## src/design/mtrr_pkg.sv

```systemverilog
`timescale 1ns / 1ps
// ----------------------------------------------------------------------------
// mtrr_pkg
// Shared types and constants of the memory type range lookup block.
// ----------------------------------------------------------------------------
package mtrr_pkg;

   localparam int ADDR_W         = 52;
   localparam int DATA_W         = 64;
   localparam int IDX_W_IN       = 4;
   localparam int TYPE_W         = 8;
   localparam int CNT_W          = 5;   // holds range_count and the walk position
   localparam int FIXED_WORDS    = 11;
   localparam int VAR_RANGES_DEF = 8;
   localparam int BND_W          = 21;  // fixed-region boundaries stay at or below 1 MiB

   localparam logic [1:0] MODE_LOOKUP   = 2'd0;
   localparam logic [1:0] MODE_WR_FIXED = 2'd1;
   localparam logic [1:0] MODE_WR_BASE  = 2'd2;
   localparam logic [1:0] MODE_WR_MASK  = 2'd3;

   localparam logic CSR_DEFAULT_TYPE = 1'b0;
   localparam logic CSR_RANGE_COUNT  = 1'b1;

   localparam logic [ADDR_W-1:0] LIMIT_64K = 52'h80000;
   localparam logic [ADDR_W-1:0] LIMIT_16K = 52'hC0000;
   localparam logic [ADDR_W-1:0] LIMIT_4K  = 52'h100000;

   localparam int MASK_ENABLE_BIT = 11;
   localparam int PAGE_SHIFT      = 12;
   localparam int PAGE_W          = DATA_W - PAGE_SHIFT;

   typedef enum logic [2:0] {
      K_NOP,
      K_WR_FIXED,
      K_WR_BASE,
      K_WR_MASK,
      K_LOOK_FIXED,
      K_LOOK_VAR
   } kind_type;

   // one queued item; a fixed lookup carries its word number in index
   // and its region end in data
   typedef struct packed {
      kind_type              kind;
      logic [ADDR_W-1:0]     address;
      logic [IDX_W_IN-1:0]   index;
      logic [2:0]            sel;
      logic [DATA_W-1:0]     data;
   } op_type;

endpackage

```

## src/design/mtrr_if.sv

```systemverilog
`timescale 1ns / 1ps
// ----------------------------------------------------------------------------
// mtrr_if
// Valid/ready channels for lookup and write items and for lookup results.
// ----------------------------------------------------------------------------
interface mtrr_req_if import mtrr_pkg::*; ();
   logic                  valid;
   logic                  ready;
   logic [1:0]            mode;
   logic [ADDR_W-1:0]     address;
   logic [IDX_W_IN-1:0]   reg_index;
   logic [DATA_W-1:0]     write_data;

   modport source (output valid, mode, address, reg_index, write_data, input ready);
   modport sink   (input valid, mode, address, reg_index, write_data, output ready);
endinterface

interface mtrr_rsp_if import mtrr_pkg::*; ();
   logic                  valid;
   logic                  ready;
   logic [TYPE_W-1:0]     mem_type;
   logic [DATA_W-1:0]     next_boundary;

   modport source (output valid, mem_type, next_boundary, input ready);
   modport sink   (input valid, mem_type, next_boundary, output ready);
endinterface

```

## src/design/mtrr_front.sv

```systemverilog
`timescale 1ns / 1ps
// ----------------------------------------------------------------------------
// mtrr_front
// Accepts items, sorts them into operations, resolves the fixed-region
// word, byte and region end, and buffers them in a two-entry queue.
// ----------------------------------------------------------------------------
module mtrr_front import mtrr_pkg::*; #(
   parameter int VAR_RANGES = VAR_RANGES_DEF
) (
   input  logic            clock,
   input  logic            reset,
   mtrr_req_if.sink        req,
   output logic            q_valid,
   output op_type          q_entry,
   input  logic            q_pop
);

   op_type               op_in;
   op_type               entry_ff [2];
   logic                 wr_ptr_ff;
   logic                 rd_ptr_ff;
   logic [1:0]           count_ff;
   logic                 push;
   logic [BND_W-1:0]     bnd_in;

   assign req.ready = (count_ff != 2'd2);
   assign push      = req.valid && req.ready;
   assign q_valid   = (count_ff != 2'd0);
   assign q_entry   = entry_ff[rd_ptr_ff];

   always_comb begin
      op_in         = '0;
      op_in.kind    = K_NOP;
      op_in.address = req.address;
      op_in.index   = req.reg_index;
      op_in.data    = req.write_data;
      bnd_in        = '0;
      case (req.mode)
         MODE_LOOKUP: begin
            if (req.address < LIMIT_64K) begin
               op_in.kind  = K_LOOK_FIXED;
               op_in.index = 4'd0;
               op_in.sel   = req.address[18:16];
               bnd_in      = BND_W'(req.address[19:0] | 20'hFFFF) + 21'd1;
            end else if (req.address < LIMIT_16K) begin
               op_in.kind  = K_LOOK_FIXED;
               op_in.index = 4'd1 + {3'b000, req.address[17]};
               op_in.sel   = req.address[16:14];
               bnd_in      = BND_W'(req.address[19:0] | 20'h3FFF) + 21'd1;
            end else if (req.address < LIMIT_4K) begin
               op_in.kind  = K_LOOK_FIXED;
               op_in.index = 4'd3 + {1'b0, req.address[17:15]};
               op_in.sel   = req.address[14:12];
               bnd_in      = BND_W'(req.address[19:0] | 20'h0FFF) + 21'd1;
            end else begin
               op_in.kind  = K_LOOK_VAR;
            end
            op_in.data = DATA_W'(bnd_in);
         end
         MODE_WR_FIXED: begin
            if (32'(req.reg_index) < FIXED_WORDS) op_in.kind = K_WR_FIXED;
         end
         MODE_WR_BASE: begin
            if (32'(req.reg_index) < VAR_RANGES) op_in.kind = K_WR_BASE;
         end
         MODE_WR_MASK: begin
            if (32'(req.reg_index) < VAR_RANGES) op_in.kind = K_WR_MASK;
         end
         default: op_in.kind = K_NOP;
      endcase
   end

   always_ff @(posedge clock) begin
      if (push) entry_ff[wr_ptr_ff] <= op_in;
   end

   always_ff @(posedge clock) begin
      if (reset) begin
         wr_ptr_ff <= 1'b0;
         rd_ptr_ff <= 1'b0;
         count_ff  <= 2'd0;
      end else begin
         if (push)  wr_ptr_ff <= ~wr_ptr_ff;
         if (q_pop) rd_ptr_ff <= ~rd_ptr_ff;
         case ({push, q_pop})
            2'b10:   count_ff <= count_ff + 2'd1;
            2'b01:   count_ff <= count_ff - 2'd1;
            default: count_ff <= count_ff;
         endcase
      end
   end

endmodule

```

## src/design/mtrr_back.sv

```systemverilog
`timescale 1ns / 1ps
// ----------------------------------------------------------------------------
// mtrr_back
// Holds the fixed words and variable range pairs, applies writes and
// resolves lookups: fixed regions in one step, variable ranges by a
// three-stage walk over one pair per cycle. Results leave through an
// output register.
// ----------------------------------------------------------------------------
module mtrr_back import mtrr_pkg::*; #(
   parameter int VAR_RANGES = VAR_RANGES_DEF
) (
   input  logic                clock,
   input  logic                reset,
   input  logic [TYPE_W-1:0]   default_type,
   input  logic [3:0]          range_count,
   input  logic                q_valid,
   input  op_type              q_entry,
   output logic                q_pop,
   mtrr_rsp_if.source          rsp
);

   // pairs beyond sixteen can never be written through a four-bit index
   localparam int STORED = (VAR_RANGES < 16) ? VAR_RANGES : 16;
   localparam int IDX_W  = (STORED > 1) ? $clog2(STORED) : 1;

   typedef enum logic [1:0] {ST_IDLE, ST_WALK, ST_FIN} state_type;

   state_type              state_ff;
   logic [DATA_W-1:0]      fixed_ff [FIXED_WORDS];
   logic [DATA_W-1:0]      base_ff  [STORED];
   logic [DATA_W-1:0]      mask_ff  [STORED];

   logic [ADDR_W-1:0]      addr_ff;
   logic [CNT_W-1:0]       cnt_ff;
   logic [CNT_W-1:0]       used_ff;
   logic [CNT_W-1:0]       used_in;

   logic                   s1_vld_ff;
   logic [DATA_W-1:0]      s1_base_ff;
   logic [DATA_W-1:0]      s1_mask_ff;

   logic                   s2_vld_ff;
   logic                   s2_en_ff;
   logic                   s2_below_ff;
   logic                   s2_match_ff;
   logic [PAGE_W-1:0]      s2_page_ff;
   logic [PAGE_W-1:0]      s2_size_ff;
   logic [TYPE_W-1:0]      s2_type_ff;

   logic [DATA_W-1:0]      nxt_ff;
   logic [TYPE_W-1:0]      typ_ff;
   logic                   hit_ff;

   logic                   out_vld_ff;
   logic [TYPE_W-1:0]      out_type_ff;
   logic [DATA_W-1:0]      out_next_ff;

   // stage 1 terms
   logic [PAGE_W-1:0]      addr_page;
   logic [PAGE_W-1:0]      base_page;
   logic [PAGE_W-1:0]      hi_in;
   logic [PAGE_W-1:0]      size_in;
   logic                   below_in;
   logic                   match_in;

   // stage 2 terms
   logic [PAGE_W:0]        end_page;
   logic                   end_ok;
   logic [DATA_W-1:0]      cand;
   logic                   cand_ok;
   logic                   take_next;
   logic                   take_type;

   logic [TYPE_W-1:0]      fixed_byte;
   logic                   wr_go;

   assign q_pop = (state_ff == ST_IDLE) && q_valid;
   assign wr_go = q_pop;

   assign rsp.valid         = out_vld_ff;
   assign rsp.mem_type      = out_type_ff;
   assign rsp.next_boundary = out_next_ff;

   assign fixed_byte = fixed_ff[q_entry.index][q_entry.sel * 8 +: 8];
   assign used_in    = ({1'b0, range_count} > CNT_W'(STORED)) ? CNT_W'(STORED)
                                                              : {1'b0, range_count};

   assign addr_page = PAGE_W'(addr_ff[ADDR_W-1:PAGE_SHIFT]);
   assign base_page = s1_base_ff[DATA_W-1:PAGE_SHIFT];
   assign hi_in     = s1_mask_ff[DATA_W-1:PAGE_SHIFT];
   assign size_in   = hi_in & (~hi_in + {{(PAGE_W-1){1'b0}}, 1'b1});
   assign below_in  = addr_page < base_page;
   assign match_in  = ((addr_page ^ base_page) & hi_in) == '0;

   assign end_page  = {1'b0, s2_page_ff} + {1'b0, s2_size_ff};
   // no end when the mask has no page bits or the end wraps past 64 bits
   assign end_ok    = (s2_size_ff != '0) && !end_page[PAGE_W];
   assign cand      = s2_below_ff ? {s2_page_ff, {PAGE_SHIFT{1'b0}}}
                                  : {end_page[PAGE_W-1:0], {PAGE_SHIFT{1'b0}}};
   assign cand_ok   = s2_below_ff || (s2_match_ff && end_ok);
   assign take_next = s2_vld_ff && s2_en_ff && cand_ok && (cand < nxt_ff);
   assign take_type = s2_vld_ff && s2_en_ff && !s2_below_ff && s2_match_ff
                      && (!hit_ff || (s2_type_ff < typ_ff));

   // register files
   always_ff @(posedge clock) begin
      if (reset) begin
         for (int i = 0; i < FIXED_WORDS; i++) fixed_ff[i] <= '0;
         for (int i = 0; i < STORED; i++) begin
            base_ff[i] <= '0;
            mask_ff[i] <= '0;
         end
      end else if (wr_go) begin
         case (q_entry.kind)
            K_WR_FIXED: fixed_ff[q_entry.index] <= q_entry.data;
            K_WR_BASE:  base_ff[q_entry.index[IDX_W-1:0]] <= q_entry.data;
            K_WR_MASK:  mask_ff[q_entry.index[IDX_W-1:0]] <= q_entry.data;
            default: ;
         endcase
      end
   end

   always_ff @(posedge clock) begin
      if (reset) begin
         state_ff   <= ST_IDLE;
         s1_vld_ff  <= 1'b0;
         s2_vld_ff  <= 1'b0;
         out_vld_ff <= 1'b0;
         hit_ff     <= 1'b0;
         cnt_ff     <= '0;
         used_ff    <= '0;
      end else begin
         // in the finishing state the output register is reloaded instead
         if (out_vld_ff && rsp.ready && state_ff != ST_FIN) out_vld_ff <= 1'b0;

         s2_vld_ff   <= s1_vld_ff;
         s2_en_ff    <= s1_mask_ff[MASK_ENABLE_BIT];
         s2_below_ff <= below_in;
         s2_match_ff <= match_in;
         s2_page_ff  <= base_page;
         s2_size_ff  <= size_in;
         s2_type_ff  <= s1_base_ff[TYPE_W-1:0];

         if (take_next) nxt_ff <= cand;
         if (take_type) begin
            typ_ff <= s2_type_ff;
            hit_ff <= 1'b1;
         end

         case (state_ff)
            ST_IDLE: begin
               if (q_valid) begin
                  case (q_entry.kind)
                     K_LOOK_FIXED: begin
                        typ_ff   <= fixed_byte;
                        hit_ff   <= 1'b1;
                        nxt_ff   <= q_entry.data;
                        state_ff <= ST_FIN;
                     end
                     K_LOOK_VAR: begin
                        addr_ff  <= q_entry.address;
                        cnt_ff   <= '0;
                        used_ff  <= used_in;
                        typ_ff   <= '0;
                        hit_ff   <= 1'b0;
                        nxt_ff   <= '1;
                        state_ff <= ST_WALK;
                     end
                     default: ;
                  endcase
               end
            end
            ST_WALK: begin
               if (cnt_ff < used_ff) begin
                  s1_vld_ff  <= 1'b1;
                  s1_base_ff <= base_ff[cnt_ff[IDX_W-1:0]];
                  s1_mask_ff <= mask_ff[cnt_ff[IDX_W-1:0]];
                  cnt_ff     <= cnt_ff + CNT_W'(1);
               end else begin
                  s1_vld_ff <= 1'b0;
                  if (!s1_vld_ff && !s2_vld_ff) state_ff <= ST_FIN;
               end
            end
            ST_FIN: begin
               if (!out_vld_ff || rsp.ready) begin
                  out_vld_ff  <= 1'b1;
                  out_type_ff <= hit_ff ? typ_ff : default_type;
                  out_next_ff <= nxt_ff;
                  state_ff    <= ST_IDLE;
               end
            end
            default: state_ff <= ST_IDLE;
         endcase
      end
   end

endmodule

```

## src/design/mtrr_memory_type_lookup.sv

```systemverilog
`timescale 1ns / 1ps
// ----------------------------------------------------------------------------
// mtrr_memory_type_lookup
// Memory type lookup over fixed and variable range registers.
// ----------------------------------------------------------------------------
// Items enter on req_ch and land in a two-entry queue, so the front keeps
// taking items while the back works or a result waits on rsp_ch. The back
// takes one item at a time. A write is applied as it leaves the queue and
// gives no result. A lookup below 1 MiB is resolved as it leaves the queue
// and passes through the finishing state to the output register. A lookup
// at or above 1 MiB walks the first min(range_count, VAR_RANGES) variable
// pairs through a three-stage pipeline reading one pair per cycle from the
// register file, then passes through the finishing state to the output
// register. A result still waiting on rsp_ch holds the back in its last
// step until it leaves. Writes to default_type and range_count go through
// csr_* and are meant for when the block is idle.
// ----------------------------------------------------------------------------
module mtrr_memory_type_lookup import mtrr_pkg::*; #(
   parameter int VAR_RANGES = VAR_RANGES_DEF
) (
   input  logic               clock,
   input  logic               reset,
   mtrr_req_if.sink           req_ch,
   mtrr_rsp_if.source         rsp_ch,
   input  logic               csr_we,
   input  logic               csr_index,
   input  logic [TYPE_W-1:0]  csr_wdata
);

   logic [TYPE_W-1:0]  default_type_ff;
   logic [3:0]         range_count_ff;
   logic               q_valid;
   op_type             q_entry;
   logic               q_pop;

   always_ff @(posedge clock) begin
      if (reset) begin
         default_type_ff <= '0;
         range_count_ff  <= '0;
      end else if (csr_we) begin
         case (csr_index)
            CSR_DEFAULT_TYPE: default_type_ff <= csr_wdata;
            CSR_RANGE_COUNT:  range_count_ff  <= csr_wdata[3:0];
            default: ;
         endcase
      end
   end

   mtrr_front #(
      .VAR_RANGES (VAR_RANGES)
   ) u_front (
      .clock   (clock),
      .reset   (reset),
      .req     (req_ch),
      .q_valid (q_valid),
      .q_entry (q_entry),
      .q_pop   (q_pop)
   );

   mtrr_back #(
      .VAR_RANGES (VAR_RANGES)
   ) u_back (
      .clock        (clock),
      .reset        (reset),
      .default_type (default_type_ff),
      .range_count  (range_count_ff),
      .q_valid      (q_valid),
      .q_entry      (q_entry),
      .q_pop        (q_pop),
      .rsp          (rsp_ch)
   );

endmodule

```

## src/flat_wrapper.sv

```systemverilog
// flat-port wrapper written by rule: the top's interface ports become plain ports
module mtrr_memory_type_lookup_flat import mtrr_pkg::*;
#(
   parameter int VAR_RANGES = VAR_RANGES_DEF
)
  (clock, reset, csr_we, csr_index, csr_wdata, req_ch_valid, req_ch_mode, req_ch_address, req_ch_reg_index, req_ch_write_data, req_ch_ready, rsp_ch_valid, rsp_ch_mem_type, rsp_ch_next_boundary, rsp_ch_ready);
  mtrr_req_if req_ch_i ();
  mtrr_rsp_if rsp_ch_i ();
  input  logic clock;
  input  logic reset;
  input  logic csr_we;
  input  logic csr_index;
  input  logic [TYPE_W-1:0] csr_wdata;
  input wire logic [$bits(req_ch_i.valid)-1:0] req_ch_valid;
  input wire logic [$bits(req_ch_i.mode)-1:0] req_ch_mode;
  input wire logic [$bits(req_ch_i.address)-1:0] req_ch_address;
  input wire logic [$bits(req_ch_i.reg_index)-1:0] req_ch_reg_index;
  input wire logic [$bits(req_ch_i.write_data)-1:0] req_ch_write_data;
  output wire logic [$bits(req_ch_i.ready)-1:0] req_ch_ready;
  output wire logic [$bits(rsp_ch_i.valid)-1:0] rsp_ch_valid;
  output wire logic [$bits(rsp_ch_i.mem_type)-1:0] rsp_ch_mem_type;
  output wire logic [$bits(rsp_ch_i.next_boundary)-1:0] rsp_ch_next_boundary;
  input wire logic [$bits(rsp_ch_i.ready)-1:0] rsp_ch_ready;
  assign req_ch_i.valid = req_ch_valid;
  assign req_ch_i.mode = req_ch_mode;
  assign req_ch_i.address = req_ch_address;
  assign req_ch_i.reg_index = req_ch_reg_index;
  assign req_ch_i.write_data = req_ch_write_data;
  assign req_ch_ready = req_ch_i.ready;
  assign rsp_ch_valid = rsp_ch_i.valid;
  assign rsp_ch_mem_type = rsp_ch_i.mem_type;
  assign rsp_ch_next_boundary = rsp_ch_i.next_boundary;
  assign rsp_ch_i.ready = rsp_ch_ready;
  mtrr_memory_type_lookup #(.VAR_RANGES(VAR_RANGES)) u_core (.clock(clock), .reset(reset), .req_ch(req_ch_i), .rsp_ch(rsp_ch_i), .csr_we(csr_we), .csr_index(csr_index), .csr_wdata(csr_wdata));
endmodule
```

## config.mk

```make
export PLATFORM = sky130hd
export DESIGN_NAME = mtrr_memory_type_lookup_flat
export DESIGN_NICKNAME = d
export VERILOG_FILES = /design/src/design/mtrr_pkg.sv /design/src/design/mtrr_if.sv /design/src/design/mtrr_front.sv /design/src/design/mtrr_back.sv /design/src/design/mtrr_memory_type_lookup.sv /design/src/flat_wrapper.sv
export SDC_FILE = /design/constraint.sdc
export NUM_CORES = 2
export LEC_CHECK = 0
export BUFFER_PORTS_ARGS = -buffer_cell sky130_fd_sc_hd__buf_2
export CORE_UTILIZATION = 35
export CTS_CLUSTER_SIZE = 8
export DETAILED_ROUTE_END_ITERATION = 6
export PLACE_DENSITY = 0.52
export SLEW_MARGIN = 20
export SYNTH_ARGS = -nofsm -noshare
export SYNTH_HDL_FRONTEND = slang
export SYNTH_HIERARCHICAL = 1
export SYNTH_SLANG_ARGS = --single-unit
```

## constraint.sdc

```tcl
create_clock -name clock -period 15.1 [get_ports clock]
set_input_delay 0 -clock clock [delete_from_list [all_inputs] [get_ports clock]]
set_output_delay 0 -clock clock [all_outputs]
set_load 0.01 [all_outputs]
```

== Word-level counts from Yosys, hierarchy flattened ==
Memories as Yosys holds them, arrays and structs flattened. A register that Yosys moved wholly into a read port is not among the register bits.
Cells that the tools add are included.

* Register bits after elaboration: 343
* Bits in writable memories: 1980
* Input port bits: 136
* Output and inout port bits: 74
* Logic and storage cells: 188
* Memories kept: 4

* Add/subtract/negate cells: 10
* Magnitude comparators: 10
* Equality and inequality tests: 21
* Shift operators: 1
* Muxes and demuxes: 71
* Bitwise operators: 8
* Reduce and logical (&&, ||, !) cells: 40

{| class="wikitable"
|+ Memories
! memory !! depth !! width !! rd ports !! clocked after memory_dff !! wr ports !! line !! RTL
|-
| u_core.u_back.fixed_ff || 11 || 64 || 1 || 0 || 11 || mtrr_back.sv:29 || <nowiki>logic [DATA_W-1:0] fixed_ff [FIXED_WORDS];</nowiki>
|-
| u_core.u_back.base_ff || 8 || 64 || 1 || 1 || 8 || mtrr_back.sv:30 || <nowiki>logic [DATA_W-1:0] base_ff [STORED];</nowiki>
|-
| u_core.u_back.mask_ff || 8 || 64 || 1 || 1 || 8 || mtrr_back.sv:31 || <nowiki>logic [DATA_W-1:0] mask_ff [STORED];</nowiki>
|-
| u_core.u_front.entry_ff || 2 || 126 || 1 || 1 || 1 || mtrr_front.sv:19 || <nowiki>op_type entry_ff [2];</nowiki>
|}

{| class="wikitable"
|+ Operator list
! kind !! number
|-
| 64-bit two-way mux || 7
|-
| 64-bit OR reduction || 3
|-
| 64-bit case mux with 2 select lines || 1
|-
| 52-bit AND || 2
|-
| 52-bit by 20-bit < comparator with 1-bit output (second input constant) || 2
|-
| 71-bit two-way mux || 1
|-
| 64-bit < comparator || 1
|-
| 64-bit by 7-bit variable part select with 8-bit output || 1
|-
| 20-bit by 1-bit adder with 21-bit output (second input constant) || 3
|-
| 21-bit two-way mux || 3
|-
| 52-bit by 52-bit adder with 53-bit output || 1
|-
| 52-bit by 1-bit adder with 52-bit output (second input constant) || 1
|-
| 52-bit logical NOT || 1
|-
| 40-bit by 52-bit < comparator with 1-bit output || 1
|-
| 52-bit by 21-bit < comparator with 1-bit output (second input constant) || 1
|-
| 52-bit NOT || 1
|-
| 52-bit nonzero test || 1
|-
| 40-bit by 52-bit bitwise XOR with 52-bit output || 1
|-
| 1-bit two-way mux || 32
|-
| 8-bit two-way mux || 4
|-
| 7-bit two-way mux || 3
|-
| 8-bit case mux with 2 select lines || 1
|-
| 5-bit two-way mux || 3
|-
| 2-bit != test (second input constant) || 7
|-
| other kinds (34) || 79
|}

== Logic depth before layout (Yosys ltp) ==
* Depth in word-level cells: 11
* Gate-level depth with buffers: 25

== Modules after synthesis ==
Netlist, hierarchy kept.

{| class="wikitable"
|+ Modules (own cells, without submodules)
! module !! times used !! cells an instance !! area an instance (um2) !! seq. area each (um2)
|-
| mtrr_back || 1 || 7591 || 104901.9 || 69927.1
|-
| mtrr_front || 1 || 576 || 10286.1 || 7667.4
|-
| mtrr_memory_type_lookup || 1 || 49 || 516.7 || 240.2
|}

== Least setup slack after synthesis ==
No wires, ideal clock.

* Path kind: in2reg
* Start point: input reset
* End point: memory u_core.u_back.fixed_ff[0][0] (enable)
* Arrival: 9263 ps
* Path slack: 5067 ps
* Stages: 3
* Buffers on the path: 1
* Cell sequence: inv_1 > clkbuf_1 > nand2_1

{| class="wikitable"
|+ RTL lines
! element !! line !! RTL
|-
| from (decl) || flat_wrapper.sv:10 || <nowiki>input logic reset;</nowiki>
|-
| to (decl) || mtrr_back.sv:29 ||
|}

== Worst setup path after layout ==
* Start point: register u_core.u_back.s2_size_ff[0]
* End point: register u_core.u_back.nxt_ff[31], data pin

* Word-level cells in the longest chain between the ends: 11
* Elaborated cells on any way between the ends: 14
* Classes of those cells: add/sub: 1; order compare: 1; mux: 5; reduce/logical: 7

{| class="wikitable"
|+ Ends and longest elaborated chain
! element !! line !! RTL
|-
| from (decl) || mtrr_back.sv:47 || <nowiki>logic [PAGE_W-1:0] s2_size_ff;</nowiki>
|-
| from (signal assigned) || mtrr_back.sv:141 || <nowiki>s2_size_ff <= size_in;</nowiki>
|-
| parallel branches: the longest is 7 deep, another holds 64-bit < comparator || -- ||
|-
| 64-bit two-way mux (*) || mtrr_back.sv:144 || <nowiki>if (take_next) nxt_ff <= cand;</nowiki>
|-
| 64-bit case mux with 2 select lines || mtrr_back.sv:153 || <nowiki>case (q_entry.kind)</nowiki>
|-
| 64-bit two-way mux || mtrr_back.sv:152 || <nowiki>if (q_valid) begin</nowiki>
|-
| 64-bit two-way mux (*) || mtrr_back.sv:150 || <nowiki>case (state_ff)</nowiki>
|-
| to (signal assigned) || mtrr_back.sv:144 ||
|-
| to (signal assigned) || mtrr_back.sv:157 || <nowiki>nxt_ff <= q_entry.data;</nowiki>
|-
| to (decl) || mtrr_back.sv:50 || <nowiki>logic [DATA_W-1:0] nxt_ff;</nowiki>
|}

Mark *: on every way between the ends.
A chain may end at the register's enable or synchronous reset.

==> impl_metrics.py <==
metrics = {
    "status": {
        "status": "completed",
    },
    "timing": {
        "maxSlewViolCount": 0,
        "relSlewSlack": 0.140,
        "rsz0062_at_grt": "false",
        "clock.fmax_mhz": 139,
        "tightest_slew_ns": 1.27,
        "holdWs_ns": 0.0739,
        "setup_slack_ns": 7.92,
        "setup_viol": 0,
        "fin_skew_ns": 0.0726,
        "fin_crit_ns": 7.18,
        "final_hold_viol_count": 0,
        "fin_crit_sh": 0.475,
        "setup_tns_ns": 0,
    },
    "clocking": {
        "cts_sinks": 2600,
        "htreeDepth": 5,
        "numCtsBuffers": 365,
        "post_cts_resized": 0,
        "clock_latency_ns": 0.95,
        "clock_path_buffers": 4,
        "root_buffer": "clkbuf_16",
        "cts_tree": "yes",
        "path_clk_slew_ns": 0.05,
    },
    "global_route": {
        "grt_usage": 0.238,
        "grt_pass1_wl_mm": 559,
        "grt_pass1_vias": 73734,
        "grt.overflow.total": 0,
        "antenna_found_initial": 40,
        "grt_max_degree": 100,
    },
    "floorplanning": {
        "dieArea_sq_mm": 0.330,
        "core_area_sq_mm": 0.325,
        "fp-row-count": 209,
        "die_width_microns": 575,
        "io_pins": 210,
        "start_util": 0.353,
        "die_h_microns": 575,
    },
    "final_layout": {
        "drive_gt1_frac": 0.168,
        "layout_common_cells": "edfxtp_1, and2_1, nor2_1",
        "final_common_cell": "edfxtp_1",
        "instances_no_fill": 13053,
        "finalInstanceArea_sq_mm": 0.134,
        "syn_to_final_growth_pct": 16.3,
        "layout.nets": 8851,
        "finalCoreUtilization": 0.411,
    },
    "route": {
        "drt-total-wl_mm": 401,
        "drc_errors": 0,
        "ant_nets": 0,
        "wire_per_inst_microns": 30.7,
        "dr_total_vias": 72874,
        "vias_per_cell": 5.58,
        "drtIter0Drc": 7235,
        "first_pass_iters": 7,
    },
    "placed_design": {
        "dp_cells": 12255,
        "dp_hpwl_mm": 229,
        "port-buffer-count": 197,
        "place_ws_ns": 7.90,
        "placed_area_sq_mm": 0.121,
        "gp_congestion": 0.928,
    },
    "yosys": {
        "synth_area_per_cell_sq_um": 14.0,
        "synth_cells": 8179,
        "synth_nets": 8478,
        "syn_area_sq_mm": 0.115,
        "ys_warn_count": 6,
    },
    "power_and_ir_drop": {
        "peakVddDrop_uv": 92.5,
        "leakagePower_nw": 47.1,
        "power.total_mw": 19.8,
        "power_density_mw_per_mm2": 148,
    },
    "setup_path": {
        "rr_worst_depth": 23,
        "r2r-start": "u_core/u_back/s2_size_ff[0]",
        "criticalPathCategory": "flop to flop",
        "startpoint": "u_core/u_back/s2_size_ff[0]",
        "cp_max_fo": 82,
        "rrSetupSlack_ns": 7.92,
        "crit_arrival_ns": 7.79,
        "worst_ep_required_time_ns": 15.72,
        "end_kind": "flop",
        "crit_path_start_kind": "flop",
    },
    "run": {
        "maxCapViolCount": 0,
    },
    "min_path": {
        "min-delay-start": "req_ch_write_data[50]",
        "min_path_cells": 3,
        "min_path_type": "input port to flop",
    },
}
[repair_timing]
| item | 4_1_cts | 5_1_grt |
|---|---|---|
| hold endpoints to repair | 296 | 0 |
| hold buffers | 253 | 0 |
| buffers inserted | 0 | 0 |
[worst max-delay path, cell delays in order (launching register included)]
cell and delay, ns:
edfxtp_1 0.41, ha_1 0.24, fa_1 0.42, a21oi_1 0.20, nand4b_1 0.20, a211oi_1 0.11, nor3_1 0.55, o211a_1 0.41
o32ai_1 0.20, o21ai_0 0.45, o21ai_0 0.23, mux2i_1 0.24, nand2_1 0.10, ha_1 0.30, nand4_1 0.19, or4_1 0.58
nor3_1 0.20, o311a_1 0.24, nor4b_1 0.09, o31ai_4 0.20, buf_4 0.87, and2_1 0.23, a31o_2 0.09, a21oi_1 0.06
[flip-flops by register name, indices dropped and copies added, names as in the netlist, 2 cells and up, named ones only]
signal and flops:
u_core/range_count_ff 4, u_core/u_back/s2_type_ff 8, u_core/u_back/used_ff 4, u_core/u_back/rsp.next_boundary 64, u_core/u_back/s1_mask_ff 53, u_core/u_back/s2_size_ff 52, u_core/u_back/fixed_ff 1024, u_core/default_type_ff 8
u_core/u_back/nxt_ff 64, u_core/u_back/s2_page_ff 52, u_core/u_back/state_ff 2, u_core/u_front/entry_ff 228, u_core/u_back/base_ff 480, u_core/u_back/s1_base_ff 60, u_core/u_back/rsp.mem_type 8, u_core/u_back/addr_ff 40
u_core/u_front/count_ff 2, u_core/u_back/typ_ff 8, u_core/u_back/cnt_ff 5, u_core/u_back/mask_ff 424
[final cells by class]
cell class                 count  area (sq um)
inverter                     242           917
sequential                  2600         77100
fill                       29976        192000
clock buffer                 509          9880
multi-input combinational   4725         35100
tap                         4325          5410
timing repair buffer         618          4860
clock inverter                23           308
antenna                       11          27.5
[power by group]
group	total, mW	switching (mW)	internal (mW)
logic	3.74	2.65	1.10
clock network	7.53	3.05	4.48
registers	8.55	0.168	8.38
[per-layer routing]
metal / vias to the layer above / GRT usage / routed length (microns)
met4: 8 / 0.0834 / 15100
met5: - / 0 / 52
li1: 31029 / - / -
met1: 38021 / 0.318 / 167000
met3: 658 / 0.0345 / 28700
met2: 3158 / 0.396 / 190000
[worst paths after layout]
path	to
worst max-delay path	u_core/u_back/nxt_ff[31]
worst min-delay path	u_core/u_front/entry_ff[1][50]
worst max register to register	u_core/u_back/nxt_ff[31]
worst min register to register	u_core/u_back/s2_type_ff[4]
No activity file was read; power rests on OpenSTA's default activity.
